==> src/sctc_pkg.sv <==
`timescale 1ns / 1ps
`default_nettype none

package sctc_pkg;

  // Console geometry.
  localparam int SCREEN_COLUMNS = 80;
  localparam int SCREEN_ROWS    = 25;
  localparam int SCREEN_CELLS   = SCREEN_COLUMNS * SCREEN_ROWS;

  // Field widths.
  localparam int SCAN_W = 8;
  localparam int CHAR_W = 7;
  localparam int ATTR_W = 8;
  localparam int CUR_W  = 11;
  localparam int COL_W  = (SCREEN_COLUMNS > 1) ? $clog2(SCREEN_COLUMNS) : 1;
  // Wide enough for the cursor plus one full row.
  localparam int CUR_EXT_W = CUR_W + 1;
  // Wide enough for the cell count at the largest geometry.
  localparam int CMP_W = 16;

  // Command queue between the classifier and the cursor engine.
  localparam int QUEUE_DEPTH = 2;
  localparam int QPTR_W      = (QUEUE_DEPTH > 1) ? $clog2(QUEUE_DEPTH) : 1;
  localparam int QCNT_W      = $clog2(QUEUE_DEPTH + 1);
  localparam logic [QPTR_W-1:0] QUEUE_LAST = QPTR_W'(QUEUE_DEPTH - 1);

  // Cursor arithmetic constants.
  localparam logic [CMP_W-1:0] CELLS_CMP   = CMP_W'(SCREEN_CELLS);
  localparam logic [COL_W:0]   COLS_EXT    = (COL_W + 1)'(SCREEN_COLUMNS);
  localparam logic [COL_W-1:0] LAST_COL    = COL_W'(SCREEN_COLUMNS - 1);
  // Column of a row start that lands past the 11-bit cursor range.
  localparam logic [COL_W-1:0] OVER_COL    =
    COL_W'((SCREEN_COLUMNS - ((1 << CUR_W) % SCREEN_COLUMNS)) % SCREEN_COLUMNS);

  // Scancode and key codes.
  localparam logic [SCAN_W-1:0] PREFIX_BYTE   = 8'hE0;
  localparam logic [CHAR_W-1:0] KEY_NONE      = 7'h00;
  localparam logic [CHAR_W-1:0] KEY_BACKSPACE = 7'h08;
  localparam logic [CHAR_W-1:0] KEY_NEWLINE   = 7'h0A;
  localparam logic [CHAR_W-1:0] KEY_SPACE     = 7'h20;

  localparam logic [ATTR_W-1:0] ATTR_RESET = 8'h0F;

  // Operation handed from the classifier to the cursor engine.
  typedef enum logic [1:0] {
    OP_NONE,
    OP_CHAR,
    OP_NEWLINE,
    OP_BACKSPACE
  } sctc_op_t;

  typedef struct packed {
    sctc_op_t          op;
    logic [CHAR_W-1:0] ch;
  } sctc_cmd_t;

  // Handshake between queue and its neighbors.
  typedef struct packed {
    logic valid;
    logic ready;
  } sctc_hs_t;

  // Set 1 make code to ASCII; zero means the key is ignored.
  function automatic logic [CHAR_W-1:0] key_lookup(input logic [6:0] code);
    logic [CHAR_W-1:0] k;
    unique case (code)
      7'h01: k = 7'h1B;
      7'h02: k = 7'h31;
      7'h03: k = 7'h32;
      7'h04: k = 7'h33;
      7'h05: k = 7'h34;
      7'h06: k = 7'h35;
      7'h07: k = 7'h36;
      7'h08: k = 7'h37;
      7'h09: k = 7'h38;
      7'h0A: k = 7'h39;
      7'h0B: k = 7'h30;
      7'h0C: k = 7'h2D;
      7'h0D: k = 7'h3D;
      7'h0E: k = 7'h08;
      7'h0F: k = 7'h09;
      7'h10: k = 7'h71;
      7'h11: k = 7'h77;
      7'h12: k = 7'h65;
      7'h13: k = 7'h72;
      7'h14: k = 7'h74;
      7'h15: k = 7'h79;
      7'h16: k = 7'h75;
      7'h17: k = 7'h69;
      7'h18: k = 7'h6F;
      7'h19: k = 7'h70;
      7'h1A: k = 7'h5B;
      7'h1B: k = 7'h5D;
      7'h1C: k = 7'h0A;
      7'h1E: k = 7'h61;
      7'h1F: k = 7'h73;
      7'h20: k = 7'h64;
      7'h21: k = 7'h66;
      7'h22: k = 7'h67;
      7'h23: k = 7'h68;
      7'h24: k = 7'h6A;
      7'h25: k = 7'h6B;
      7'h26: k = 7'h6C;
      7'h27: k = 7'h3B;
      7'h28: k = 7'h27;
      7'h29: k = 7'h60;
      7'h2B: k = 7'h5C;
      7'h2C: k = 7'h7A;
      7'h2D: k = 7'h78;
      7'h2E: k = 7'h63;
      7'h2F: k = 7'h76;
      7'h30: k = 7'h62;
      7'h31: k = 7'h6E;
      7'h32: k = 7'h6D;
      7'h33: k = 7'h2C;
      7'h34: k = 7'h2E;
      7'h35: k = 7'h2F;
      7'h37: k = 7'h2A;
      7'h39: k = 7'h20;
      7'h47: k = 7'h37;
      7'h48: k = 7'h38;
      7'h49: k = 7'h39;
      7'h4A: k = 7'h2D;
      7'h4B: k = 7'h34;
      7'h4C: k = 7'h35;
      7'h4D: k = 7'h36;
      7'h4E: k = 7'h2B;
      7'h4F: k = 7'h31;
      7'h50: k = 7'h32;
      7'h51: k = 7'h33;
      7'h52: k = 7'h30;
      7'h53: k = 7'h2E;
      default: k = KEY_NONE;
    endcase
    return k;
  endfunction

endpackage

`default_nettype wire

==> src/sctc_front.sv <==
`timescale 1ns / 1ps
`default_nettype none

module sctc_front (
  input  wire logic                      clk,
  input  wire logic                      rst_n,
  input  wire logic                      in_valid,
  output logic                           in_stall,
  input  wire logic [sctc_pkg::SCAN_W-1:0] in_scan_byte,
  output sctc_pkg::sctc_hs_t             push_hs,
  input  wire logic                      push_ready,
  output sctc_pkg::sctc_cmd_t            push_cmd
);
  import sctc_pkg::*;

  logic              ext_r;
  logic              ext_nxt;
  logic              push;
  logic [CHAR_W-1:0] key;

  // The queue takes a transaction whenever it has room.
  assign in_stall      = !push_ready;
  assign push          = in_valid && push_ready;
  assign push_hs.valid = push;
  assign push_hs.ready = push_ready;

  assign key = key_lookup(in_scan_byte[6:0]);

  // Classify the byte and track the extended prefix.
  always_comb begin
    ext_nxt      = ext_r;
    push_cmd.op  = OP_NONE;
    push_cmd.ch  = key;
    priority if (in_scan_byte == PREFIX_BYTE) begin
      ext_nxt = 1'b1;
    end else if (in_scan_byte[SCAN_W-1]) begin
      ext_nxt = 1'b0;
    end else if (ext_r) begin
      ext_nxt = 1'b0;
    end else if (key == KEY_NEWLINE) begin
      push_cmd.op = OP_NEWLINE;
    end else if (key == KEY_BACKSPACE) begin
      push_cmd.op = OP_BACKSPACE;
    end else if (key != KEY_NONE) begin
      push_cmd.op = OP_CHAR;
    end
  end

  always_ff @(posedge clk) begin
    if (!rst_n) begin
      ext_r <= 1'b0;
    end else if (push) begin
      ext_r <= ext_nxt;
    end
  end

endmodule

`default_nettype wire

==> src/sctc_queue.sv <==
`timescale 1ns / 1ps
`default_nettype none

module sctc_queue (
  input  wire logic                clk,
  input  wire logic                rst_n,
  input  wire sctc_pkg::sctc_hs_t  push_hs,
  input  wire sctc_pkg::sctc_cmd_t push_cmd,
  output logic                     push_ready,
  output logic                     head_valid,
  output sctc_pkg::sctc_cmd_t      head_cmd,
  input  wire logic                pop
);
  import sctc_pkg::*;

  sctc_cmd_t         mem_r [QUEUE_DEPTH];
  logic [QPTR_W-1:0] wr_ptr_r;
  logic [QPTR_W-1:0] rd_ptr_r;
  logic [QCNT_W-1:0] count_r;
  logic [QCNT_W-1:0] count_nxt;

  assign push_ready = (count_r != QCNT_W'(QUEUE_DEPTH));
  assign head_valid = (count_r != '0);
  assign head_cmd   = mem_r[rd_ptr_r];

  // Occupancy after this cycle's push and pop.
  always_comb begin
    count_nxt = count_r;
    unique case ({push_hs.valid, pop})
      2'b10:   count_nxt = count_r + QCNT_W'(1);
      2'b01:   count_nxt = count_r - QCNT_W'(1);
      default: count_nxt = count_r;
    endcase
  end

  always_ff @(posedge clk) begin
    if (push_hs.valid) begin
      mem_r[wr_ptr_r] <= push_cmd;
    end
  end

  always_ff @(posedge clk) begin
    if (!rst_n) begin
      wr_ptr_r <= '0;
      rd_ptr_r <= '0;
      count_r  <= '0;
    end else begin
      if (push_hs.valid) begin
        wr_ptr_r <= (wr_ptr_r == QUEUE_LAST) ? '0 : wr_ptr_r + QPTR_W'(1);
      end
      if (pop) begin
        rd_ptr_r <= (rd_ptr_r == QUEUE_LAST) ? '0 : rd_ptr_r + QPTR_W'(1);
      end
      count_r <= count_nxt;
    end
  end

  // A full queue must never be written, nor an empty one read.
  a_no_overflow: assert property (@(posedge clk) disable iff (!rst_n)
    push_hs.valid |-> push_hs.ready)
    else $error("queue written while full");

  a_no_underflow: assert property (@(posedge clk) disable iff (!rst_n)
    pop |-> head_valid)
    else $error("queue read while empty");

  // Pointers stay one occupancy apart.
  a_ptr_gap: assert property (@(posedge clk) disable iff (!rst_n)
    (count_r == QCNT_W'(1)) |-> (wr_ptr_r != rd_ptr_r))
    else $error("queue pointers disagree with occupancy");

endmodule

`default_nettype wire

==> src/sctc_back.sv <==
`timescale 1ns / 1ps
`default_nettype none

module sctc_back (
  input  wire logic                          clk,
  input  wire logic                          rst_n,
  input  wire logic                          head_valid,
  input  wire sctc_pkg::sctc_cmd_t           head_cmd,
  output logic                               pop,
  input  wire logic [sctc_pkg::ATTR_W-1:0]   attribute,
  output logic                               out_valid,
  input  wire logic                          out_stall,
  output logic                               out_write_valid,
  output logic [sctc_pkg::CUR_W-1:0]         out_cell_index,
  output logic [sctc_pkg::CHAR_W-1:0]        out_char_code,
  output logic [sctc_pkg::ATTR_W-1:0]        out_cell_attribute,
  output logic [sctc_pkg::CUR_W-1:0]         out_cursor_after
);
  import sctc_pkg::*;

  logic                 out_valid_r;
  logic                 write_r;
  logic                 write_nxt;
  logic [CUR_W-1:0]     cell_r;
  logic [CUR_W-1:0]     cell_nxt;
  logic [CHAR_W-1:0]    char_r;
  logic [CHAR_W-1:0]    char_nxt;
  logic [ATTR_W-1:0]    attr_r;
  logic [ATTR_W-1:0]    attr_nxt;
  logic [CUR_W-1:0]     cursor_r;
  logic [CUR_W-1:0]     cursor_nxt;
  logic [COL_W-1:0]     col_r;
  logic [COL_W-1:0]     col_nxt;
  logic [CUR_EXT_W-1:0] row_next;
  logic [CUR_EXT_W-1:0] step_next;
  logic [COL_W:0]       col_inc;

  // The output register is free when empty or being drained.
  assign pop = head_valid && (!out_valid_r || !out_stall);

  assign row_next  = CUR_EXT_W'(cursor_r) + CUR_EXT_W'(COLS_EXT - {1'b0, col_r});
  assign step_next = CUR_EXT_W'(cursor_r) + CUR_EXT_W'(1);
  assign col_inc   = {1'b0, col_r} + (COL_W + 1)'(1);

  // Cursor engine: the column is tracked alongside the linear index.
  always_comb begin
    write_nxt  = 1'b0;
    cell_nxt   = '0;
    char_nxt   = '0;
    attr_nxt   = '0;
    cursor_nxt = cursor_r;
    col_nxt    = col_r;
    unique case (head_cmd.op)
      OP_NEWLINE: begin
        if (CMP_W'(row_next) >= CELLS_CMP) begin
          cursor_nxt = '0;
          col_nxt    = '0;
        end else if (row_next[CUR_W]) begin
          cursor_nxt = row_next[CUR_W-1:0];
          col_nxt    = OVER_COL;
        end else begin
          cursor_nxt = row_next[CUR_W-1:0];
          col_nxt    = '0;
        end
      end
      OP_BACKSPACE: begin
        if (cursor_r != '0) begin
          write_nxt  = 1'b1;
          cursor_nxt = cursor_r - CUR_W'(1);
          cell_nxt   = cursor_r - CUR_W'(1);
          char_nxt   = KEY_SPACE;
          attr_nxt   = attribute;
          col_nxt    = (col_r == '0) ? LAST_COL : col_r - COL_W'(1);
        end
      end
      OP_CHAR: begin
        write_nxt = 1'b1;
        cell_nxt  = cursor_r;
        char_nxt  = head_cmd.ch;
        attr_nxt  = attribute;
        if ((CMP_W'(step_next) >= CELLS_CMP) || step_next[CUR_W]) begin
          cursor_nxt = '0;
          col_nxt    = '0;
        end else begin
          cursor_nxt = step_next[CUR_W-1:0];
          col_nxt    = (col_inc == COLS_EXT) ? '0 : col_inc[COL_W-1:0];
        end
      end
      default: begin
        cursor_nxt = cursor_r;
      end
    endcase
  end

  always_ff @(posedge clk) begin
    if (!rst_n) begin
      out_valid_r <= 1'b0;
      cursor_r    <= '0;
      col_r       <= '0;
    end else begin
      if (pop) begin
        out_valid_r <= 1'b1;
        cursor_r    <= cursor_nxt;
        col_r       <= col_nxt;
      end else if (!out_stall) begin
        out_valid_r <= 1'b0;
      end
    end
  end

  // Result payload.
  always_ff @(posedge clk) begin
    if (pop) begin
      write_r <= write_nxt;
      cell_r  <= cell_nxt;
      char_r  <= char_nxt;
      attr_r  <= attr_nxt;
    end
  end

  assign out_valid          = out_valid_r;
  assign out_write_valid    = write_r;
  assign out_cell_index     = cell_r;
  assign out_char_code      = char_r;
  assign out_cell_attribute = attr_r;
  assign out_cursor_after   = cursor_r;

  // The cursor stays on the screen and the column tracks it.
  a_cursor_range: assert property (@(posedge clk) disable iff (!rst_n)
    CMP_W'(cursor_r) < CELLS_CMP)
    else $error("cursor beyond screen");

  a_col_match: assert property (@(posedge clk) disable iff (!rst_n)
    (int'(col_r) < SCREEN_COLUMNS) && ((cursor_r != '0) || (col_r == '0)))
    else $error("column out of step with cursor");

  // A written cell is always the cursor cell or the one before it.
  a_cell_near: assert property (@(posedge clk) disable iff (!rst_n)
    (out_valid_r && write_r) |-> (cell_r != cursor_r || char_r == KEY_SPACE))
    else $error("written cell inconsistent with cursor");

endmodule

`default_nettype wire

==> src/scancode_to_text_console_unit.sv <==
`timescale 1ns / 1ps
`default_nettype none

// Set 1 scancode to text console. Each accepted scancode byte yields exactly
// one result: an optional cell write (index, ASCII code, attribute) and the
// cursor position after the byte. The 0xE0 prefix, release codes, extended
// presses and unmapped keys leave the cell write empty and report the cursor.
// A byte can be accepted every clock cycle while in_stall is low, that is
// while the two-entry command queue between the classifier and the cursor
// engine has room. The cursor engine takes each command from the queue and
// loads its result into the output register behind it, where the result is
// held while the output is stalled. The console is 80 by 25 cells by
// default and the cursor wraps to zero past the last cell. The attribute
// register resets to 0x0F and should be written only while no transaction
// is in flight.
module scancode_to_text_console_unit (
  input  wire logic                          clk,
  input  wire logic                          rst_n,
  input  wire logic                          in_valid,
  output logic                               in_stall,
  input  wire logic [sctc_pkg::SCAN_W-1:0]   in_scan_byte,
  output logic                               out_valid,
  input  wire logic                          out_stall,
  output logic                               out_write_valid,
  output logic [sctc_pkg::CUR_W-1:0]         out_cell_index,
  output logic [sctc_pkg::CHAR_W-1:0]        out_char_code,
  output logic [sctc_pkg::ATTR_W-1:0]        out_cell_attribute,
  output logic [sctc_pkg::CUR_W-1:0]         out_cursor_after,
  input  wire logic                          cfg_valid,
  output logic                               cfg_ready,
  input  wire logic [sctc_pkg::ATTR_W-1:0]   cfg_text_attribute
);
  import sctc_pkg::*;

  logic [ATTR_W-1:0] attr_r;
  sctc_hs_t          push_hs;
  sctc_cmd_t         push_cmd;
  logic              push_ready;
  logic              head_valid;
  sctc_cmd_t         head_cmd;
  logic              pop;

  // Attribute register; writes are always taken.
  assign cfg_ready = 1'b1;

  always_ff @(posedge clk) begin
    if (!rst_n) begin
      attr_r <= ATTR_RESET;
    end else if (cfg_valid && cfg_ready) begin
      attr_r <= cfg_text_attribute;
    end
  end

  sctc_front u_front (
    .clk          (clk),
    .rst_n        (rst_n),
    .in_valid     (in_valid),
    .in_stall     (in_stall),
    .in_scan_byte (in_scan_byte),
    .push_hs      (push_hs),
    .push_ready   (push_ready),
    .push_cmd     (push_cmd)
  );

  sctc_queue u_queue (
    .clk        (clk),
    .rst_n      (rst_n),
    .push_hs    (push_hs),
    .push_cmd   (push_cmd),
    .push_ready (push_ready),
    .head_valid (head_valid),
    .head_cmd   (head_cmd),
    .pop        (pop)
  );

  sctc_back u_back (
    .clk                (clk),
    .rst_n              (rst_n),
    .head_valid         (head_valid),
    .head_cmd           (head_cmd),
    .pop                (pop),
    .attribute          (attr_r),
    .out_valid          (out_valid),
    .out_stall          (out_stall),
    .out_write_valid    (out_write_valid),
    .out_cell_index     (out_cell_index),
    .out_char_code      (out_char_code),
    .out_cell_attribute (out_cell_attribute),
    .out_cursor_after   (out_cursor_after)
  );

endmodule

`default_nettype wire
==> config.mk <==
export PLATFORM = sky130hd
export DESIGN_NAME = scancode_to_text_console_unit
export DESIGN_NICKNAME = d
export VERILOG_FILES = /design/src/sctc_pkg.sv /design/src/sctc_front.sv /design/src/sctc_queue.sv /design/src/sctc_back.sv /design/src/scancode_to_text_console_unit.sv
export SDC_FILE = /design/constraint.sdc
export NUM_CORES = 1
export LEC_CHECK = 0
export ABC_AREA = 1
export BUFFER_PORTS_ARGS = -buffer_cell sky130_fd_sc_hd__buf_2
export CAP_MARGIN = 10
export CELL_PAD_IN_SITES_DETAIL_PLACEMENT = 2
export CELL_PAD_IN_SITES_GLOBAL_PLACEMENT = 2
export CORE_ASPECT_RATIO = 1.25
export CORE_UTILIZATION = 35
export CTS_CLUSTER_DIAMETER = 60
export DETAILED_ROUTE_END_ITERATION = 6
export PLACE_DENSITY = 0.86
export RECOVER_POWER = 25
export SLEW_MARGIN = 10
export SYNTH_ARGS = -nofsm -noshare
export SYNTH_HDL_FRONTEND = slang
export SYNTH_SLANG_ARGS = --single-unit
export TNS_END_PERCENT = 100
==> constraint.sdc <==
create_clock -name clk -period 5.1 [get_ports clk]
set_input_delay 1.02 -clock clk [delete_from_list [all_inputs] [get_ports clk]]
set_output_delay 1.02 -clock clk [all_outputs]
set_load 0.05 [all_outputs]
==> flow_summary_export.csv, run 1 <==
group,metric,value,unit
pwr,intPower,1.83,mW
logic_synthesis,yosys.area_share.simple,33.7,%
clock_tree,cts_setup_buffers,0,
placed_design,hpwlAfterDp,15.1,mm
logic_synthesis,synth-xor-area-share,2.22,%
global_routing,antenna_found_initial,0,
logic_synthesis,synth_adder_area_share,6.27,%
pwr,powerDensity,604,nW/um2
flow_run,drv_cap,0,
pwr,swShare,53.7,%
worst_setup_path,path_class,"register to register",
logic_synthesis,synth_area,5910,um2
placed_design,placed_area,6290,um2
detailed_routing,wirelength,22.3,mm
logic_synthesis,synthCells,834,
pwr,pwr-share-seq,27.7,%
clock_tree,numClockSinks,78,
global_routing,grt_max_degree,28,
layout,final_area,6560,um2
floorplanning,rows,52,
clock_tree,path_clk_slew,70,ps
sta,drv_slew,0,
layout,multi_input_area,3310,um2
layout,antenna-diode-count,0,
clock_tree,ctsRootBufferMaster,"clkbuf_16",
logic_synthesis,synthArstFlopShare,0,%
placed_design,finalWeightedCongestion,0.891,
logic_synthesis,synth_nets,884,
floorplanning,io_pins,62,
sta,finalSetupViolations,0,
clock_tree,cts_resized,0,
worst_setup_path,arrival,3640,ps
worst_setup_path,cp_data_required_time,5360,ps
logic_synthesis,ys_types,42,
detailed_routing,post_drt_wl_per_cell,20.4,um
global_routing,grt_usage,26.4,%
worst_setup_path,worst_path_max_delay_cell,"ha_1",
logic_synthesis,synth_edf_count,45,
logic_synthesis,synth_top_family_by_area,"simple AND/OR/NAND/NOR gates",
global_routing,grt_pass1_vias,6558,
floorplanning,die_x,118,um
worst_setup_path,start_kind,"register",
logic_synthesis,syn_avg_cell_area,7.09,um2
detailed_routing,vias,5977,
detailed_routing,postRouteAntennaNets,0,
clock_tree,postCtsHoldBufs,0,
global_routing,grt_pass1_wl,35.3,mm
worst_setup_path,critPathMaxFanout,23,
pwr,power_frac_clock,17.2,%
pwr,combPwrFrac,55.1,%
floorplanning,coreArea,16300,um2
status,status,"completed",
worst_setup_path,crit_path_end_kind,"register",
sta,clock.fmax,0.295,GHz
floorplanning,dieArea,17400,um2
logic_synthesis,synth.area.mux_share,0,%
clock_tree,h-tree-depth,3,
sta,period_share,66.4,%
placed_design,io_buffers,60,
detailed_routing,via_per_inst,5.46,
logic_synthesis,synth_seq_cells,78,
sta,rsz0062_at_grt,"no",
pwr,leakage,2.96,nW
sta,min_period,3380,ps
worst_setup_path,crit_chain,"clkinv_1 > or2_2 > o21ai_0 > ha_1 > inv_1 > nand2_1 > nor3_1 > nand2_1 > nand3_1 > nand2_1 > inv_1",
sta,final.setup.tns,0,ps
detailed_routing,drc,0,
worst_setup_path,crit_family,"simple AND/OR/NAND/NOR gates",
logic_synthesis,yosysWarnings,0,
min_path,hold_path.class,"register to register",
sta,worst_pin_slew,1270,ps
logic_synthesis,synth_flop_cell,"edfxtp_1",
detailed_routing,dr.pass1.iters,4,
worst_setup_path,path_buf_inv,3,
detailed_routing,drt_iter0_drc,207,
clock_tree,cts_buffer_depth,2,
sta,skew,8.07,ps
clock_tree,numCtsBuffers,9,
clock_tree,cts_tree,"done",
layout,register_area,2010,um2
worst_setup_path,cp_slowest_stage_delay,520,ps
layout,nets,924,
pwr,ir_worst_vdd,0.000312,V
sta,hold_viol,0,
clock_tree,insertion_delay,360,ps
global_routing,grt_overflow,0,
layout,syn2layout_area_growth,11.0,%
layout,fill_cells,2027,
floorplanning,initial_utilization,36.2,%
worst_setup_path,crit_top_cell,"nand2_1",
pwr,power.switching,2.13,mW
logic_synthesis,yosysSeqAreaShare,34.0,%
logic_synthesis,synth-compound-area-share,13.7,%
sta,slew_headroom,15.2,%
floorplanning,fp.dieH,147,um
layout,drive_above_1_share,14.4,%
[logic make-up (layout without fill, tap and decap cells)]
kind of cell    Yosys count  after routing
flops                    78             78
simple gates            433            433
compound gates          142            142
buf+inv                 136            181
xor+xnor                 15             15
other cells               1              1
fa+ha+maj                29             29
[state kept, by name, summed over array words and instances (netlist names), named ones only]
register                   count
attr_r                         8
u_back.col_r                   7
u_back.out_cell_attribute      8
u_back.out_cell_index         11
u_back.out_char_code           7
u_back.out_cursor_after       11
u_back.out_valid               1
u_back.out_write_valid         1
u_front.ext_r                  1
u_queue.count_r                2
u_queue.mem_r                 18
u_queue.rd_ptr_r               1
u_queue.wr_ptr_r               1
[power groups by stage]
stage	Clock (mW)	Combinational, mW	Sequential (mW)
3_5_place_dp	0	2.14	1.09
4_1_cts	0.691	2.22	1.10
5_1_grt	0.711	2.37	1.12
3_3_place_gp	0	2.08	1.08
6_report	0.680	2.18	1.10
2_1_floorplan	0	1.22	1.48
[tightest hold or removal path: stages, from the launching register on]
cell and delay, ps:
dfxtp_1 300, inv_1 70, a21oi_1 60
[per-stage QoR]
stage          power [mW]  hold WS (ps)  worst slack, ps  instances  utilization [%]
2_1_floorplan        2.70           425             2450        834                -
3_3_place_gp         3.16           442             1900       1079             38.5
3_5_place_dp         3.24           451             1720       1079             38.5
4_1_cts              4.01           477             1650       1095             40.4
5_1_grt              4.20           497             1430       1095             40.2
6_report             3.96           475             1720       1095             40.2
[final cells by class]
cell class                      count  share of cell area [%]
Clock inverter                      7                    1.20
Inverter                          104                    5.95
Clock buffer                        9                    3.43
Multi-Input combinational cell    620                    50.4
Sequential cell                    78                    30.7
Timing Repair Buffer               61                    4.21
Tap cell                          216                    4.12
[cells in the final DEF, fill, tap and decap left out, types with 2 or more instances in the layout]
master     Yosys  final
inv_2         15     15
nor2_2         3      3
dfxtp_1       33     33
nand2_1      178    178
nor3_1         8      8
nand3_1       76     76
buf_2          9     35
clkbuf_1      12     25
o21ai_0       58     58
xnor2_1        3      3
nor2_4         3      3
nand3b_1       4      4
inv_6          0      4
a31oi_1        2      2
a21oi_2       17     17
o21ai_2        2      2
nand4_1       12     12
nand3_2       19     19
nand2_2        7      7
clkbuf_16      0      9
edfxtp_1      45     45
a21oi_1       46     46
o211ai_1       3      3
ha_1          28     28
nor2_1       113    113
or2_2          5      5
clkinv_1       3      3
o21ai_1        3      3
xor2_1        12     12
o21a_1         2      2
o22ai_1        8      8
inv_1         86     86
[cells in the mapped netlist, types with 15 or more instances]
library cell  count  area, um2
a21oi_2          17        149
ha_1             28        350
dfxtp_1          33        661
a21oi_1          46        230
edfxtp_1         45       1350
nand3_2          19        190
nand3_1          76        380
nor2_1          113        424
inv_2            15       56.3
o21ai_0          58        290
nand2_1         178        668
inv_1            86        323
[path summary, 6_finish.rpt]
kind                            slack, ps                    endpoint      start  cells past startpoint
worst min register to register        470                   attr_r[7]  attr_r[7]                      2
worst max register to register       1720  u_back.out_cursor_after[9]   register                     11
worst min-delay path                  470                   attr_r[7]  attr_r[7]                      2
worst max-delay path                 1720  u_back.out_cursor_after[9]   register                     11
[layer usage]
| layer | track usage [%] | share of wire, % | wire (um) | vias up |
|---|---|---|---|---|
| li1 | - | - | - | 2830 |
| met2 | 52.0 | 56 | 12500 | 119 |
| met5 | 0 | 0 | 0 | - |
| met1 | 26.8 | 38 | 8530 | 2978 |
| met3 | 4.50 | 2.4 | 538 | 50 |
| met4 | 11.9 | 3.4 | 760 | 0 |
No activity file was read; power rests on OpenSTA's default activity.
==> run 2: changes to the inputs <==
- CORE_UTILIZATION: 35 -> 34
- PLACE_DENSITY: 0.86 -> 0.84
- clock period: 5.1 -> 3.15 ns (I/O delays scaled with it)
==> run 2 against run 1 <==
  * The flow now finishes with violations (max-capacitance violations, max-slew violations)
  * Via count up 1.3%
  * Hold slack better by 7.8 ps
  * Wire length up 3.0%
  * Utilization down 0.30 points
  * Critical path type unchanged
==> flow_summary_export.csv, run 2 (synthesis gave the netlist of run 1 again) <==
group,metric,value,unit
sta,min_period,2910,ps
sta,period_share,92.4,%
placed_design,io_buffers,60,
global_routing,grt_usage,25.9,%
worst_setup_path,r2r_cells,11,
clock_tree,ctsRootBufferMaster,"clkbuf_16",
status,violations,"max-capacitance violations, max-slew violations",
worst_setup_path,ff2ff_setup_slack,240,ps
layout,layout_common_cells,"nand2_1, nor2_1, inv_1, nand3_1, o21ai_0",
layout,final_area,6740,um2
status,status,"finished with violations",
worst_setup_path,critPathMaxFanout,17,
placed_design,dp_slack,120,ps
detailed_routing,drc,0,
sta,clock.fmax,0.343,GHz
detailed_routing,drt_iter0_drc,235,
worst_setup_path,crit_path_end_kind,"register",
clock_tree,path_clk_slew,70,ps
detailed_routing,postRouteAntennaNets,0,
layout,regMostFlops,"u_queue.mem_r",
pwr,leakage,3.04,nW
worst_setup_path,crit_end,"u_back.out_cursor_after[5]",
layout,fill_cells,2086,
floorplanning,rows,53,
clock_tree,numCtsBuffers,9,
sta,finalSetupViolations,0,
layout,syn2layout_area_growth,14.1,%
worst_setup_path,path_class,"register to register",
flow_run,drv_cap,1,
worst_setup_path,cp_data_required_time,3380,ps
pwr,ir_worst_vdd,0.000351,V
sta,skew,8.28,ps
layout,antenna-diode-count,0,
global_routing,antenna_found_initial,0,
global_routing,grt_overflow,0,
detailed_routing,wirelength,23.0,mm
detailed_routing,post_drt_wl_per_cell,20.6,um
clock_tree,cts_tree,"done",
sta,drv_slew,31,
placed_design,placed_area,6410,um2
layout,multi_input_area,3330,um2
clock_tree,insertion_delay,350,ps
min_path,hold_path.class,"register to register",
clock_tree,numClockSinks,78,
detailed_routing,vias,6057,
placed_design,hpwlAfterDp,16.4,mm
layout,final_common_cell,"nand2_1",
global_routing,grt_pass1_wl,35.4,mm
layout,drive_above_1_share,16.6,%
floorplanning,fp.dieH,149,um
sta,hold_viol,0,
clock_tree,cts_buffer_depth,2,
floorplanning,die_x,120,um
layout,largest_reg_flops,18,
clock_tree,h-tree-depth,3,
floorplanning,dieArea,17900,um2
sta,setup_ws,239,ps
layout,nets,942,
sta,worst_pin_slew,1780,ps
placed_design,finalWeightedCongestion,0.871,
floorplanning,coreArea,16900,um2
global_routing,grt_max_degree,31,
layout,register_area,2010,um2
floorplanning,initial_utilization,34.9,%
sta,slew_headroom,-18.7,%
worst_setup_path,arrival,3140,ps
detailed_routing,via_per_inst,5.42,
worst_setup_path,reg2reg_to,"u_back.out_cursor_after[5]",
sta,rsz0062_at_grt,"no",
worst_setup_path,start_kind,"register",
detailed_routing,dr.pass1.iters,4,
global_routing,grt_pass1_vias,6583,
pwr,fin_total_pwr,6.65,mW
floorplanning,io_pins,62,
sta,final.setup.tns,0,ps
pwr,powerDensity,986,nW/um2
run 2: layout make-up:
cell class,instances,share of cell area [%]
Multi-Input combinational cell,620,49.5
Sequential cell,78,29.9
Timing Repair Buffer,78,5.86
Inverter,104,5.85
Tap cell,220,4.08
Clock buffer,9,3.34
Clock inverter,7,1.43
Timing Repair inverter,1,0.111
run 2: where the power goes:
group	internal (mW)	switching (mW)	leakage, nW
logic	0.913	2.80	2.17
clock network	0.697	0.469	0.160
registers	1.50	0.262	0.711
run 2: layer usage:
layer | wire (um) | track usage, %
met5 | 0 | 0
met2 | 12800 | 50.0
met1 | 8980 | 27.2
met4 | 715 | 11.3
met3 | 489 | 4.01
run 2: through the flow:
step                      cells  util [%]  hold WS (ps)
after floorplan             834         -           425
after global placement     1099      37.9           438
after detailed placement   1099      37.9           457
after CTS                  1115      39.8           476
after global routing       1117      39.9           496
final                      1117      39.9           482
run 2: worst min path at each step:
stage	from	to	slack (ps)	cells after the start
after floorplan	u_queue.rd_ptr_r	register	430	1
after global placement	u_queue.rd_ptr_r	u_queue.rd_ptr_r	440	1
after detailed placement	u_queue.rd_ptr_r	register	460	1
after CTS	attr_r[4]	attr_r[4]	480	2
after global routing	cfg_text_attribute[1]	attr_r[1]	500	3
final	attr_r[4]	attr_r[4]	480	2
run 2: worst max-delay path, stage by stage (launching register included):
cell and delay, ps:
dfxtp_1 550, clkinv_1 180, or2_2 300, o21ai_0 140, inv_1 130, ha_1 380, nand2_4 230, o21ai_2 90
nand2_2 210, inv_2 190, o21ai_0 320, a21oi_2 60
run 2: what timing repair did:
action | 4_1_cts | 5_1_grt
setup endpoints to repair | 0 | 11
setup buffers | 0 | 1
endpoints found under the hold margin | 0 | 0
hold buffers | 0 | 0
resized for setup | 0 | 11
==> run 3: changes to the inputs <==
- ABC_AREA: 1 -> 0
- CORE_UTILIZATION: 34 -> 33
- PLACE_DENSITY: 0.84 -> 0.8
- clock period: 3.15 -> 2.5 ns (I/O delays scaled with it)
==> run 3 against run 2 <==
  * Clock skew grew 1.7 ps
  * The run ends with negative setup slack left
  * Utilization grew 7.5 points
  * Critical path depth grew 3
  * Non-clock buffer count grew 149
  * Via count grew 6.6%
  * Setup slack lost 1100 ps
  * Power grew 52%
==> flow_summary_export.csv, run 3 <==
group,metric,value,unit
placed_design,hpwlAfterDp,19.0,mm
logic_synthesis,synth_edf_count,45,
layout,syn2layout_area_growth,39.5,%
floorplanning,io_pins,62,
flow_run,drv_cap,0,
worst_setup_path,start_kind,"register",
sta,rsz0062_at_grt,"yes",
sta,skew,9.93,ps
detailed_routing,drc,0,
worst_setup_path,cp_data_required_time,2750,ps
clock_tree,h-tree-depth,3,
logic_synthesis,synth_common_cells,"nor2_1, o21ai_0, edfxtp_1, nand2_1, a21oi_1",
sta,worst_pin_slew,579,ps
detailed_routing,vias,6455,
logic_synthesis,synth_nets,730,
logic_synthesis,syn_avg_cell_area,8.48,um2
clock_tree,path_clk_slew,70,ps
logic_synthesis,synthTopCellsByArea,"edfxtp_1, dfxtp_1, ha_1, o21ai_0, nor2_1",
global_routing,grt_max_degree,29,
logic_synthesis,synth_flop_cell,"edfxtp_1",
sta,setup_ws,-901,ps
clock_tree,numCtsBuffers,9,
logic_synthesis,synth_seq_cells,78,
pwr,power.switching,5.18,mW
logic_synthesis,ys_types,79,
clock_tree,cts_buffer_depth,2,
layout,layout_common_cells,"buf_4, nor2_1, buf_2, o21ai_0, edfxtp_1",
pwr,fin_total_pwr,10.1,mW
worst_setup_path,arrival,3660,ps
logic_synthesis,synthCells,680,
worst_setup_path,crit_chain,"or4_4 > and2_4 > o21ai_4 > inv_4 > ha_4 > a211oi_4 > o21bai_2 > buf_6 > o21a_4 > o2bb2ai_4 > mux2i_2 > buf_4 > o211ai_1 > a31oi_2",
logic_synthesis,yosysWarnings,0,
layout,register_area,2030,um2
global_routing,antenna_found_initial,0,
layout,largest_reg_flops,18,
global_routing,grt_usage,30.9,%
clock_tree,numClockSinks,78,
pwr,intPower,4.92,mW
status,violations,"negative setup slack",
global_routing,grt_overflow,0,
sta,hold_viol,0,
floorplanning,dieArea,18000,um2
global_routing,grt_pass1_vias,7161,
floorplanning,coreArea,17000,um2
layout,fill_cells,1853,
worst_setup_path,path_class,"register to register",
logic_synthesis,synthArstFlopShare,0,%
worst_setup_path,cp_slowest_stage_delay,540,ps
clock_tree,ctsRootBufferMaster,"clkbuf_16",
logic_synthesis,yosysSeqAreaShare,34.9,%
layout,antenna-diode-count,0,
placed_design,io_buffers,60,
detailed_routing,wirelength,28.0,mm
sta,drv_slew,0,
layout,regMostFlops,"u_queue.mem_r",
detailed_routing,post_drt_wl_per_cell,25.7,um
status,status,"finished with violations",
logic_synthesis,synth_area,5760,um2
sta,clock.fmax,0.294,GHz
layout,multi_input_area,3770,um2
min_path,hold_path.class,"input port to register",
layout,final_cells,1087,
sta,slew_headroom,60.9,%
placed_design,place_inst,1053,
pwr,ir_worst_vdd,0.000483,V
logic_synthesis,yosysMostFrequentCell,"nor2_1",
worst_setup_path,critPathMaxFanout,6,
pwr,pwr-share-seq,21.6,%
layout,final_area,8040,um2
pwr,powerDensity,1260,nW/um2
pwr,leakage,3.30,nW
worst_setup_path,crit_path_end_kind,"register",
sta,hold_ws,372,ps
global_routing,grt_pass1_wl,42.1,mm
sta,final.setup.tns,-9140,ps
detailed_routing,dr.pass1.iters,5,
detailed_routing,postRouteAntennaNets,0,
sta,period_share,136,%
sta,finalSetupViolations,13,
placed_design,placed_area,7280,um2
detailed_routing,via_per_inst,5.94,
logic_synthesis,synth_top_area_share,23.4,%
layout,drive_above_1_share,37.3,%
placed_design,finalWeightedCongestion,0.885,
layout,final_common_cell,"buf_4",
worst_setup_path,worst_path_max_delay_cell,"or4_4",
floorplanning,rows,53,
pwr,power_frac_clock,13.1,%
logic_synthesis,synth_top_cell_by_area,"edfxtp_1",
sta,min_period,3400,ps
pwr,combPwrFrac,65.3,%
clock_tree,cts_tree,"done",
pwr,swShare,51.3,%
detailed_routing,drt_iter0_drc,283,
floorplanning,fp.dieH,150,um
layout,nets,912,
clock_tree,insertion_delay,350,ps
floorplanning,die_x,120,um
floorplanning,initial_utilization,33.9,%
-- run 3: cells by family after synthesis --
logic type	count (synthesis)	synth area share, %
compound gates	223	25.7
xor+xnor	19	2.89
fa+ha+maj	29	6.43
buf+inv	79	6.10
flops	78	34.9
mux	23	4.23
other cells	1	0.0651
simple gates	228	19.7
-- run 3: layout make-up --
| type | instances | area share, % |
|---|---|---|
| multi-input combinational | 524 | 46.9 |
| sequential | 78 | 25.2 |
| timing repair buffer | 227 | 19.9 |
| tap | 220 | 3.42 |
| clock buffer | 9 | 2.80 |
| inverter | 22 | 1.06 |
| clock inverter | 7 | 0.778 |
-- run 3: worst max-delay path, delay by kind of cell (launching register included) --
kind	cells	cell delay [ps]
AND/OR/NAND/NOR	2	710
AO/OA/AOI/OAI	7	1330
multiplexers	1	270
flip-flops	1	330
buffers and inverters	3	420
adder cells (fa/ha/maj)	1	230
-- run 3: stage by stage --
stage                     setup slack [ps]  utilization, %
after CTS                             -771            45.9
after global placement                -699            42.9
after floorplan                       -604               -
final                                 -901            47.4
after detailed placement              -982            42.9
after global routing                  -974            47.4
-- run 3: path summary, 6_finish.rpt --
check | cells after the start | slack [ps] | start | endpoint
setup / recovery | 14 | -900 | u_back.col_r[1] | u_back.out_cursor_after[0]
hold / removal | 3 | 370 | cfg_text_attribute[2] | attr_r[2]
setup reg to reg | 14 | -900 | u_back.col_r[1] | u_back.out_cursor_after[0]
hold reg to reg | 2 | 470 | attr_r[2] | attr_r[2]
-- run 3: per-layer routing --
| metal | GRT usage [%] | wire length, um | part of all wire (%) |
|---|---|---|---|
| met1 | 32.1 | 10600 | 38 |
| met2 | 60.9 | 15600 | 56 |
| met3 | 4.04 | 658 | 2.4 |
| met4 | 13.7 | 1100 | 3.9 |
| met5 | 0 | 0 | 0 |
-- run 3: power by group through the flow --
stage	registers (mW)	clock network (mW)	logic, mW
floorplan	2.99	0	2.79
global placement	2.12	0	5.57
detailed placement	2.16	0	5.92
CTS	2.16	1.33	6.23
global route	2.21	1.38	6.94
finish	2.18	1.32	6.60
-- run 3: timing repair --
item,CTS,global route
hold buffers,0,0
setup endpoints to repair,23,22
pin swaps,19,19
buffers inserted,8,8
resized for setup,30,47
gates cloned,1,1
